[src/hdl/ple_pkg.sv]
package ple_pkg;

   localparam int DATA_W      = 32;
   localparam int POS_W       = 6;
   localparam int MAX_RESULTS = 32;
   localparam int HIT_W       = $clog2(MAX_RESULTS + 1);

   localparam logic [3:0] OP_INS_FRONT = 4'd0;
   localparam logic [3:0] OP_INS_AT    = 4'd1;
   localparam logic [3:0] OP_INS_BACK  = 4'd2;
   localparam logic [3:0] OP_DEL_FRONT = 4'd3;
   localparam logic [3:0] OP_DEL_AT    = 4'd4;
   localparam logic [3:0] OP_DEL_BACK  = 4'd5;
   localparam logic [3:0] OP_LIST      = 4'd6;
   localparam logic [3:0] OP_SEARCH    = 4'd7;
   localparam logic [3:0] OP_COUNT     = 4'd8;

   localparam logic [2:0] STATUS_OK       = 3'd0;
   localparam logic [2:0] STATUS_BADPOS   = 3'd1;
   localparam logic [2:0] STATUS_EMPTY    = 3'd2;
   localparam logic [2:0] STATUS_FULL     = 3'd3;
   localparam logic [2:0] STATUS_NOTFOUND = 3'd4;

   typedef struct packed {
      logic [3:0]              op;
      logic signed [DATA_W-1:0] value;
      logic [POS_W-1:0]        position;
   } req_type;

   typedef struct packed {
      logic [2:0]              status;
      logic signed [DATA_W-1:0] item_value;
      logic [4:0]              item_position;
      logic [5:0]              count;
      logic                    last;
   } rsp_type;

   typedef enum logic [1:0] {
      CELL_HOLD,
      CELL_INSERT,
      CELL_DELETE,
      CELL_ROTATE
   } cell_op_type;

   typedef struct packed {
      cell_op_type             op;
      logic [POS_W-1:0]        pos;
      logic signed [DATA_W-1:0] value;
   } cell_cmd_type;

   typedef enum logic [1:0] {
      STATE_IDLE,
      STATE_WALK,
      STATE_FINISH
   } state_type;

endpackage

[src/hdl/ple_cell.sv]
module ple_cell (
   input  logic                               clock,
   input  ple_pkg::cell_cmd_type              cmd,
   input  logic [ple_pkg::POS_W-1:0]          index,
   input  logic signed [ple_pkg::DATA_W-1:0]  left_value,
   input  logic signed [ple_pkg::DATA_W-1:0]  right_value,
   output logic signed [ple_pkg::DATA_W-1:0]  value
);

   logic signed [ple_pkg::DATA_W-1:0] value_ff;
   logic signed [ple_pkg::DATA_W-1:0] value_in;

   // Each cell decides on its own whether it takes part in a shift.
   always_comb begin
      value_in = value_ff;
      case (cmd.op)
         ple_pkg::CELL_INSERT: begin
            if (index == cmd.pos) begin
               value_in = cmd.value;
            end else if (index > cmd.pos) begin
               value_in = left_value;
            end
         end
         ple_pkg::CELL_DELETE: begin
            if (index >= cmd.pos) begin
               value_in = right_value;
            end
         end
         ple_pkg::CELL_ROTATE: begin
            value_in = right_value;
         end
         default: begin
            value_in = value_ff;
         end
      endcase
   end

   always_ff @(posedge clock) begin
      value_ff <= value_in;
   end

   assign value = value_ff;

endmodule

[src/hdl/positional_list_engine_top.sv]
// Positional list engine: an ordered list of up to CAPACITY signed 32-bit values.
// Requests arrive on the req_ channel (operation, value, position) and results
// leave on the rsp_ channel; a transaction moves when valid is high and stall is low.
// Insert and delete transactions shift the affected cells and give one result in
// the next cycle, so they sustain one transaction every cycle while rsp_stall is low.
// List and search rotate the whole cell ring once, one cell per cycle while the
// receiver does not stall. A list holds off the next request until the rotation
// is done; a search then passes a closing FINISH state. Each listed entry or search
// match becomes one result, the final one of a run marked with last.
// A search holds each match back until the next one is found, so that last can
// be set on the true final match; the closing state sends it (or not found).
// Runs stop after 32 results, but the rotation always completes so that the
// list comes back in order.
// When the receiver stalls, the result register holds and the ring pauses;
// no request is taken until the result slot is free.
// Reset clears the length to zero and the control state; entry values are
// left as they are and are never read before being written.
module positional_list_engine_top #(
   parameter int CAPACITY = 32
) (
   input  logic             clock,
   input  logic             reset,
   input  logic             req_valid,
   output logic             req_stall,
   input  ple_pkg::req_type req_data,
   output logic             rsp_valid,
   input  logic             rsp_stall,
   output ple_pkg::rsp_type rsp_data
);

   localparam int LW   = $clog2(CAPACITY + 1);
   localparam int IW   = (CAPACITY > 2) ? $clog2(CAPACITY) : 1;
   localparam int CMPW = (LW > ple_pkg::POS_W) ? LW : ple_pkg::POS_W;

   ple_pkg::state_type    state_ff, state_in;
   logic [LW-1:0]         len_ff, len_in;
   logic [IW-1:0]         step_ff, step_in;
   logic [ple_pkg::HIT_W-1:0] hits_ff, hits_in;
   logic                  walk_list_ff, walk_list_in;
   logic signed [ple_pkg::DATA_W-1:0] key_ff, key_in;
   logic                  pend_valid_ff, pend_valid_in;
   logic signed [ple_pkg::DATA_W-1:0] pend_value_ff, pend_value_in;
   logic [4:0]            pend_pos_ff, pend_pos_in;
   logic                  rsp_valid_ff, rsp_valid_in;
   ple_pkg::rsp_type      rsp_data_ff, rsp_data_in;

   ple_pkg::cell_cmd_type cmd;
   logic signed [ple_pkg::DATA_W-1:0] cell_value [CAPACITY];
   logic signed [ple_pkg::DATA_W-1:0] head;

   logic can_emit;
   logic accept;
   logic is_full;
   logic is_empty;
   logic in_range;
   logic emit_now;
   logic [ple_pkg::POS_W-1:0] op_pos;
   logic [2:0] status;

   // Ring of cells, ends joined: on an insert, cells past the position take the left
   // neighbor; on a delete, cells from it on, and on a rotation all, take the right.
   for (genvar i = 0; i < CAPACITY; i++) begin : g_cell
      ple_cell u_cell (
         .clock       (clock),
         .cmd         (cmd),
         .index       (ple_pkg::POS_W'(i)),
         .left_value  (cell_value[(i + CAPACITY - 1) % CAPACITY]),
         .right_value (cell_value[(i + 1) % CAPACITY]),
         .value       (cell_value[i])
      );
   end

   assign head      = cell_value[0];
   assign can_emit  = !rsp_valid_ff || !rsp_stall;
   assign req_stall = (state_ff != ple_pkg::STATE_IDLE) || !can_emit;
   assign accept    = req_valid && !req_stall;
   assign is_full   = (len_ff == LW'(CAPACITY));
   assign is_empty  = (len_ff == '0);
   assign in_range  = (LW'(step_ff) < len_ff);

   always_comb begin
      state_in      = state_ff;
      len_in        = len_ff;
      step_in       = step_ff;
      hits_in       = hits_ff;
      walk_list_in  = walk_list_ff;
      key_in        = key_ff;
      pend_valid_in = pend_valid_ff;
      pend_value_in = pend_value_ff;
      pend_pos_in   = pend_pos_ff;
      rsp_valid_in  = rsp_valid_ff && rsp_stall;
      rsp_data_in   = rsp_data_ff;
      cmd.op        = ple_pkg::CELL_HOLD;
      cmd.pos       = '0;
      cmd.value     = req_data.value;
      op_pos        = '0;
      status        = ple_pkg::STATUS_OK;
      emit_now      = 1'b0;

      unique case (state_ff)
         ple_pkg::STATE_IDLE: begin
            if (accept) begin
               emit_now = 1'b1;
               case (req_data.op) inside
                  ple_pkg::OP_INS_FRONT, ple_pkg::OP_INS_AT, ple_pkg::OP_INS_BACK: begin
                     if (req_data.op == ple_pkg::OP_INS_AT) begin
                        op_pos = req_data.position;
                     end else if (req_data.op == ple_pkg::OP_INS_BACK) begin
                        op_pos = ple_pkg::POS_W'(len_ff);
                     end
                     if (is_full) begin
                        status = ple_pkg::STATUS_FULL;
                     end else if (CMPW'(op_pos) > CMPW'(len_ff)) begin
                        status = ple_pkg::STATUS_BADPOS;
                     end else begin
                        cmd.op  = ple_pkg::CELL_INSERT;
                        cmd.pos = op_pos;
                        len_in  = len_ff + LW'(1);
                     end
                  end
                  ple_pkg::OP_DEL_FRONT, ple_pkg::OP_DEL_AT, ple_pkg::OP_DEL_BACK: begin
                     if (req_data.op == ple_pkg::OP_DEL_AT) begin
                        op_pos = req_data.position;
                     end else if (req_data.op == ple_pkg::OP_DEL_BACK) begin
                        op_pos = ple_pkg::POS_W'(len_ff - LW'(1));
                     end
                     if (is_empty) begin
                        status = ple_pkg::STATUS_EMPTY;
                     end else if (CMPW'(op_pos) >= CMPW'(len_ff)) begin
                        status = ple_pkg::STATUS_BADPOS;
                     end else begin
                        cmd.op  = ple_pkg::CELL_DELETE;
                        cmd.pos = op_pos;
                        len_in  = len_ff - LW'(1);
                     end
                  end
                  ple_pkg::OP_LIST: begin
                     if (is_empty) begin
                        status = ple_pkg::STATUS_EMPTY;
                     end else begin
                        emit_now     = 1'b0;
                        state_in     = ple_pkg::STATE_WALK;
                        walk_list_in = 1'b1;
                        step_in      = '0;
                     end
                  end
                  ple_pkg::OP_SEARCH: begin
                     if (is_empty) begin
                        status = ple_pkg::STATUS_NOTFOUND;
                     end else begin
                        emit_now      = 1'b0;
                        state_in      = ple_pkg::STATE_WALK;
                        walk_list_in  = 1'b0;
                        step_in       = '0;
                        hits_in       = '0;
                        key_in        = req_data.value;
                        pend_valid_in = 1'b0;
                     end
                  end
                  default: begin
                     status = ple_pkg::STATUS_OK;
                  end
               endcase
               if (emit_now) begin
                  rsp_valid_in               = 1'b1;
                  rsp_data_in.status         = status;
                  rsp_data_in.item_value     = '0;
                  rsp_data_in.item_position  = '0;
                  rsp_data_in.count          = 6'(len_in);
                  rsp_data_in.last           = 1'b1;
               end
            end
         end
         ple_pkg::STATE_WALK: begin
            if (can_emit) begin
               cmd.op  = ple_pkg::CELL_ROTATE;
               step_in = step_ff + 1'b1;
               if (walk_list_ff) begin
                  if (in_range && (int'(step_ff) < ple_pkg::MAX_RESULTS)) begin
                     rsp_valid_in              = 1'b1;
                     rsp_data_in.status        = ple_pkg::STATUS_OK;
                     rsp_data_in.item_value    = head;
                     rsp_data_in.item_position = 5'(step_ff);
                     rsp_data_in.count         = 6'(len_ff);
                     rsp_data_in.last          =
                        ((LW'(step_ff) + LW'(1)) == len_ff) ||
                        (int'(step_ff) == ple_pkg::MAX_RESULTS - 1);
                  end
               end else if (in_range && (hits_ff < ple_pkg::HIT_W'(ple_pkg::MAX_RESULTS))
                            && (head == key_ff)) begin
                  // A new match releases the one held before it.
                  hits_in       = hits_ff + 1'b1;
                  pend_valid_in = 1'b1;
                  pend_value_in = head;
                  pend_pos_in   = 5'(step_ff);
                  if (pend_valid_ff) begin
                     rsp_valid_in              = 1'b1;
                     rsp_data_in.status        = ple_pkg::STATUS_OK;
                     rsp_data_in.item_value    = pend_value_ff;
                     rsp_data_in.item_position = pend_pos_ff;
                     rsp_data_in.count         = 6'(len_ff);
                     rsp_data_in.last          = 1'b0;
                  end
               end
               if (step_ff == IW'(CAPACITY - 1)) begin
                  state_in = walk_list_ff ? ple_pkg::STATE_IDLE : ple_pkg::STATE_FINISH;
               end
            end
         end
         ple_pkg::STATE_FINISH: begin
            if (can_emit) begin
               rsp_valid_in       = 1'b1;
               rsp_data_in.count  = 6'(len_ff);
               rsp_data_in.last   = 1'b1;
               if (pend_valid_ff) begin
                  rsp_data_in.status        = ple_pkg::STATUS_OK;
                  rsp_data_in.item_value    = pend_value_ff;
                  rsp_data_in.item_position = pend_pos_ff;
               end else begin
                  rsp_data_in.status        = ple_pkg::STATUS_NOTFOUND;
                  rsp_data_in.item_value    = '0;
                  rsp_data_in.item_position = '0;
               end
               state_in = ple_pkg::STATE_IDLE;
            end
         end
         default: begin
            state_in = ple_pkg::STATE_IDLE;
         end
      endcase
   end

   always_ff @(posedge clock) begin
      if (reset) begin
         state_ff      <= ple_pkg::STATE_IDLE;
         len_ff        <= '0;
         step_ff       <= '0;
         hits_ff       <= '0;
         walk_list_ff  <= 1'b0;
         pend_valid_ff <= 1'b0;
         rsp_valid_ff  <= 1'b0;
      end else begin
         state_ff      <= state_in;
         len_ff        <= len_in;
         step_ff       <= step_in;
         hits_ff       <= hits_in;
         walk_list_ff  <= walk_list_in;
         pend_valid_ff <= pend_valid_in;
         rsp_valid_ff  <= rsp_valid_in;
      end
   end

   always_ff @(posedge clock) begin
      key_ff        <= key_in;
      pend_value_ff <= pend_value_in;
      pend_pos_ff   <= pend_pos_in;
      rsp_data_ff   <= rsp_data_in;
   end

   assign rsp_valid = rsp_valid_ff;
   assign rsp_data  = rsp_data_ff;

endmodule

[config.mk]
export PLATFORM = sky130hd
export DESIGN_NAME = positional_list_engine_top
export DESIGN_NICKNAME = d
export VERILOG_FILES = /design/src/hdl/ple_pkg.sv /design/src/hdl/ple_cell.sv /design/src/hdl/positional_list_engine_top.sv
export SDC_FILE = /design/constraint.sdc
export NUM_CORES = 2
export LEC_CHECK = 0
export BUFFER_PORTS_ARGS = -buffer_cell sky130_fd_sc_hd__buf_2
export CORE_ASPECT_RATIO = 1.1
export CORE_UTILIZATION = 50
export CTS_CLUSTER_DIAMETER = 150
export DETAILED_ROUTE_END_ITERATION = 10
export MAX_ROUTING_LAYER = met4
export PLACE_DENSITY_LB_ADDON = 0.12
export SETUP_SLACK_MARGIN = 0.5
export SKIP_LAST_GASP = 1
export SYNTH_ARGS = -nofsm -noshare
export SYNTH_HDL_FRONTEND = slang
export SYNTH_HIERARCHICAL = 1
export SYNTH_SLANG_ARGS = --single-unit
[constraint.sdc]
create_clock -name clock -period 8.76 [get_ports clock]
set_input_delay 0.438 -clock clock [delete_from_list [all_inputs] [get_ports clock]]
set_output_delay 0.438 -clock clock [all_outputs]
set_load 0.1 [all_outputs]
Word-level counts from Yosys, hierarchy flattened --
Index checks and enable logic that the tools add are counted.
Word-level totals: bits of input ports 46, output and inout bits 49, register bits 1162, word-level logic and storage cells 549
Cells by class: mux-type cells 232, $lt $le $gt $ge 68, reductions and logical operators 62, eq/ne operators 130, add/subtract/negate cells 5, bitwise gates (word level) 5
Operators by type and width (count):
- $mux W32 | 96
- $pmux W32 S3 | 32
- $mux W47 | 8
- $mux W6 | 27
- $pmux W47 S3 | 1
- $eq A5 B6 Y1 const A | 16
- $ge A5 B6 Y1 const A | 16
- $gt A5 B6 Y1 const A | 16
- $ne A3 B1 Y1 const B | 32
- $reduce_and A3 Y1 | 32
- $ne A2 B1 Y1 const B | 32
- $eq A4 B6 Y1 const A | 8
- $ge A4 B6 Y1 const A | 8
- $gt A4 B6 Y1 const A | 8
- $mux W40 | 1
- $mux W8 | 5
- $mux W5 | 7
- $eq A32 B32 Y1 | 1
- $mux W1 | 28
- $mux W2 | 14
- $ne A2 B2 Y1 const B | 14
- $eq A3 B6 Y1 const A | 4
- $ge A3 B6 Y1 const A | 4
- $gt A3 B6 Y1 const A | 4
- other kinds (48) | 88

Longest topological paths before layout --
depth in word-level cells 19, gate-level depth with buffers 19, mapped depth without buffers 17

Hierarchy --
The synthesis kept the hierarchy.
Modules (own cells, without submodules):
- ple_cell at g_cell[22].u_cell ... | area an instance 2054.5 um^2, instances 18, cells each 208, sequential area each 960.9 um^2
- ple_cell at g_cell[0].u_cell ... | area an instance 2292.2 um^2, instances 14, cells each 208, sequential area each 960.9 um^2
- positional_list_engine_top | area an instance 7109.3 um^2, instances 1, cells each 626, sequential area each 3923.8 um^2

Least setup slack after synthesis --
No wires, ideal clock.
kind input to register, start input req_data[39] in the netlist's numbering, end register g_cell[11].u_cell.value_ff, in the netlist g_cell[11].u_cell/value[0] (enable), path slack 1.759 ns, stages 16, arrival 6.560 ns, buffers on the path 3, data required time 8.319 ns, setup time 0.441 ns, cells stage by stage buf_2 > or3b_2 > clkbuf_1 > or2_2 > ha_1 > nand2b_1 > a31oi_1 > o211ai_1 > nor2_4 > nand2_1 > o22ai_1 > ha_1 > clkbuf_1 > nand2_1 > o22a_1 > a31oi_1
RTL lines:
- from (decl) | line positional_list_engine_top.sv:25 | input ple_pkg::req_type req_data,
- to (signal assigned) | line ple_cell.sv:39 | value_ff <= value_in;
- to (decl) | line ple_cell.sv:10 | logic signed [ple_pkg::DATA_W-1:0] value_ff;

==> results.md <==
* Final min period at 7.338 ns
* CP startpoint: len_ff[2]$_SDFFE_PP0P_
* Crit-path cells: inv_1, nand3_1, nor3_1, xnor2_1, a211oi_1, ha_1, a21oi_1, o211ai_1, nor2_4, nand2_1, o22ai_4, buf_4, ha_1, buf_4, nand2_1, o22a_1, a31oi_4
* Combinational Power Share at 14.4%
* Pre-antenna DRT Iters at 9
* Slew Limit Headroom at 9.778%
* Layout area overhead at 7.322%
* Worst-Skew Late Latency at 0.82 ns
* Largest net degree at the start of global routing at 177
* Gr usage total at 33.62%
* Initial antenna violation count at 2
* Max-cap violations at 0
* Total negative slack at 0 ns
* Post-route ant nets at 0
* First-pass GRT wire length at 386900 µm
* Worst Path Required at 9.17 ns
* Final cell count without fillers at 9160
* Pwr Total at 14530 µW
* Layout cells sized above 1 at 15.08%
* Status: finished, final reports clean
* GPL Wtd Cong at 0.8906
* P_leak at 0.02384 µW
* Slew Viols, Final at 0
* Area leader, netlist: edfxtp_1
* Crit path kind: register to register
* Hold_buf cts at 0
* Synth async-reset ratio at 0%
* Vias in the first global route at 59921
* Register share of total power at 46.6%
* TritonCTS clock tree: yes
* Core footprint at 150600 µm²
* Worst Hold Depth at 2
* Avg Cell Area, Syn at 10.46 µm²
* Global route overflow at 0
* Switch share at 29.04%
* Max clock buf depth at 3
* Die height at 411.4 µm
* Clock slew at reported path FFs at 0.06 ns
* Full die area at 153900 µm²
* Delay-heaviest family, CP: compound AO/OA/AOI/OAI gates
* Max Clock Skew at 0.03378 ns
* Slowest cell on crit path: a31oi_4
* HP Class: input port to register
* Max H-tree Level at 4
* Commonest non-fill, non-tap cell in the layout: edfxtp_1
* Crit path max fanout at 33
* R2r endpoint: g_cell[11].u_cell/value[17]$_DFFE_PP_
* Final period util at 83.76%
* Vias/cell at 6.867
* CP peak stage delay at 0.89 ns
* Max Clk Rate at 136.3 MHz
* Die width at 374.2 µm
* CP Depth at 17
* Placed insts at 8913
* Row count at 149
* RSZ-0062 raised after global routing: false
* Synth warn at 6
* R2r worst-path depth at 17
* I/O pin count at 95
* Post-CTS Repair Setup Buffers at 0
* Sink Count at 1162
* Yosys reg bits at 1162
* Post-DP HPWL at 167900 µm
* Avg WL per Cell at 28.40 µm
* Post-synth EDFFs at 1140
* Nets@finish at 7352
* DRC at 0
* Ys flop type: edfxtp_1
* Final core utilization at 54.28%
* CP endpoint: g_cell[11].u_cell/value[17]$_DFFE_PP_
* Worst EP arrival at 7.75 ns
* Cts repair resizes at 0
* Sequential fraction of the synthesis area at 45.51%
* IO buf count at 94
* FF-to-FF Start: len_ff[2]$_SDFFE_PP0P_
* Top cells by area, synth: edfxtp_1, nor2b_1, a41oi_1, o21ai_0, a41oi_2
* Most frequent cells in the layout: edfxtp_1, o21ai_0, nor2b_1, a21oi_1, a41oi_1
* Final Hold Vio Count at 0
* CP Buf/Inv Count at 3
* Worst vdd ir at 0.0001856 V
* Post-Synthesis Cells at 7282
* Synth cell types at 74
* Yosys top cell area share at 44.94%
* Sw power at 4219 µW
* Fillers at 13509
* Initial Utilization at 50.57%
* CP Capture Type: register
* Synthesized cell area at 76180 µm²
* Final setup fails at 0
* CTS root buffer: clkbuf_16
* Pwr Density at 177.7 nW/µm²
* P_int at 10310 µW
* Worst slew pin tran at 1.353 ns
* CP Launch Type: register
* Clock share of power at 39.0%
* WL final at 260100 µm
* Number of CTS-inserted buffers at 135
* Via Count at 62900
* 1st-iter DRT viols at 7683
* R2R Setup Slk at 1.42 ns
[worst min-delay path by stage]
stage          slack [ns]                  endpoint               startpoint
2_1_floorplan        0.44   hits_ff[5]$_SDFFE_PP0P_  hits_ff[5]$_SDFFE_PP0P_
3_3_place_gp         0.49   hits_ff[5]$_SDFFE_PP0P_  hits_ff[5]$_SDFFE_PP0P_
3_5_place_dp         0.49   hits_ff[5]$_SDFFE_PP0P_  hits_ff[5]$_SDFFE_PP0P_
4_1_cts              0.01  state_ff[1]$_SDFFE_PP0P_                    reset
5_1_grt              0.07   step_ff[3]$_SDFFE_PP0P_                    reset
6_report             0.06  state_ff[1]$_SDFFE_PP0P_                    reset
[kinds of logic (layout without fill, tap and decap cells)]
group / Yosys count / in the layout / synth area share [%]
simple gates: 1424 / 1424 / 11.16
compound gates: 3389 / 3389 / 32.11
mux: 7 / 7 / 0.09362
fa+ha+maj: 219 / 219 / 3.597
buf+inv: 1040 / 764 / 7.064
xor+xnor: 39 / 39 / 0.4484
flops: 1162 / 1162 / 45.51
other cells: 2 / 193 / 0.009858
[power by group through the flow]
stage / combinational (µW) / clock, µW / sequential [µW]
global route: 2230 / 5910 / 6790
floorplan: 1330 / 0 / 6860
detailed placement: 2030 / 0 / 6880
global placement: 1990 / 0 / 6880
finish: 2090 / 5670 / 6770
CTS: 2030 / 5720 / 6770
[cell usage after synthesis, types with 3 or more instances]
master / count
nor2_1: 102
nor4_1: 16
mux2i_1: 6
o21ai_0: 1075
a21oi_1: 811
o311a_1: 3
a2111oi_0: 6
a211oi_1: 15
a221oi_1: 36
a21oi_2: 267
nor2b_1: 1069
dfxtp_1: 22
a21o_1: 4
a22o_1: 6
o22ai_1: 3
clkbuf_1: 440
a31oi_1: 35
xnor2_1: 10
buf_4: 18
and2_1: 3
edfxtp_1: 1140
buf_2: 259
xor2_1: 29
nand4_1: 41
nand3b_1: 5
inv_1: 208
o22a_1: 33
o211ai_1: 4
nand3_1: 18
buf_6: 84
a22oi_1: 44
nor3_1: 14
o21a_1: 3
and3_1: 6
a41oi_1: 758
nand2_1: 97
nand4b_1: 3
buf_12: 28
and4_1: 32
nand2b_1: 4
ha_1: 219
a41oi_2: 266
[stage by stage]
stage | area, µm² | setup WS, ns | hold WS, ns
after global placement | 77470 | 1.712 | 0.4895
after global routing | 81760 | 0.8809 | 0.06682
after detailed placement | 77470 | 1.562 | 0.4947
final | 81760 | 1.422 | 0.06312
after floorplan | 76890 | 1.759 | 0.4428
after CTS | 81760 | 1.499 | 0.01430
[sequential cells by signal, indices dropped and copies added (netlist names)]
signal and count:
g_cell.u_cell/value 1024, rsp_data 47, key_ff 32, pend_value_ff 32, hits_ff 6, len_ff 6, pend_pos_ff 5, step_ff 5
state_ff 2, pend_valid_ff 1, rsp_valid 1, walk_list_ff 1
[layout make-up]
type	instances	area, µm²	share of cell area [%]
multi-input cells	5270	37360	45.69
flip-flops and latches	1162	34670	42.41
clock buffers	163	3526	4.313
well taps	1963	2456	3.004
repair buffers	309	2197	2.687
inverters	209	784.5	0.9595
clock inverters	83	762.0	0.9320
diodes	1	2.502	0.003061
[metal layers]
metal | vias to the layer above | global-route usage (%) | wire length (µm)
li1 | 27808 | - | -
met1 | 31125 | 45.01 | 108500
met3 | 742 | 5.264 | 21790
met4 | 0 | 16.05 | 13790
met5 | - | - | 0
met2 | 3225 | 49.90 | 116000
(Power assumes the default switching activity.)
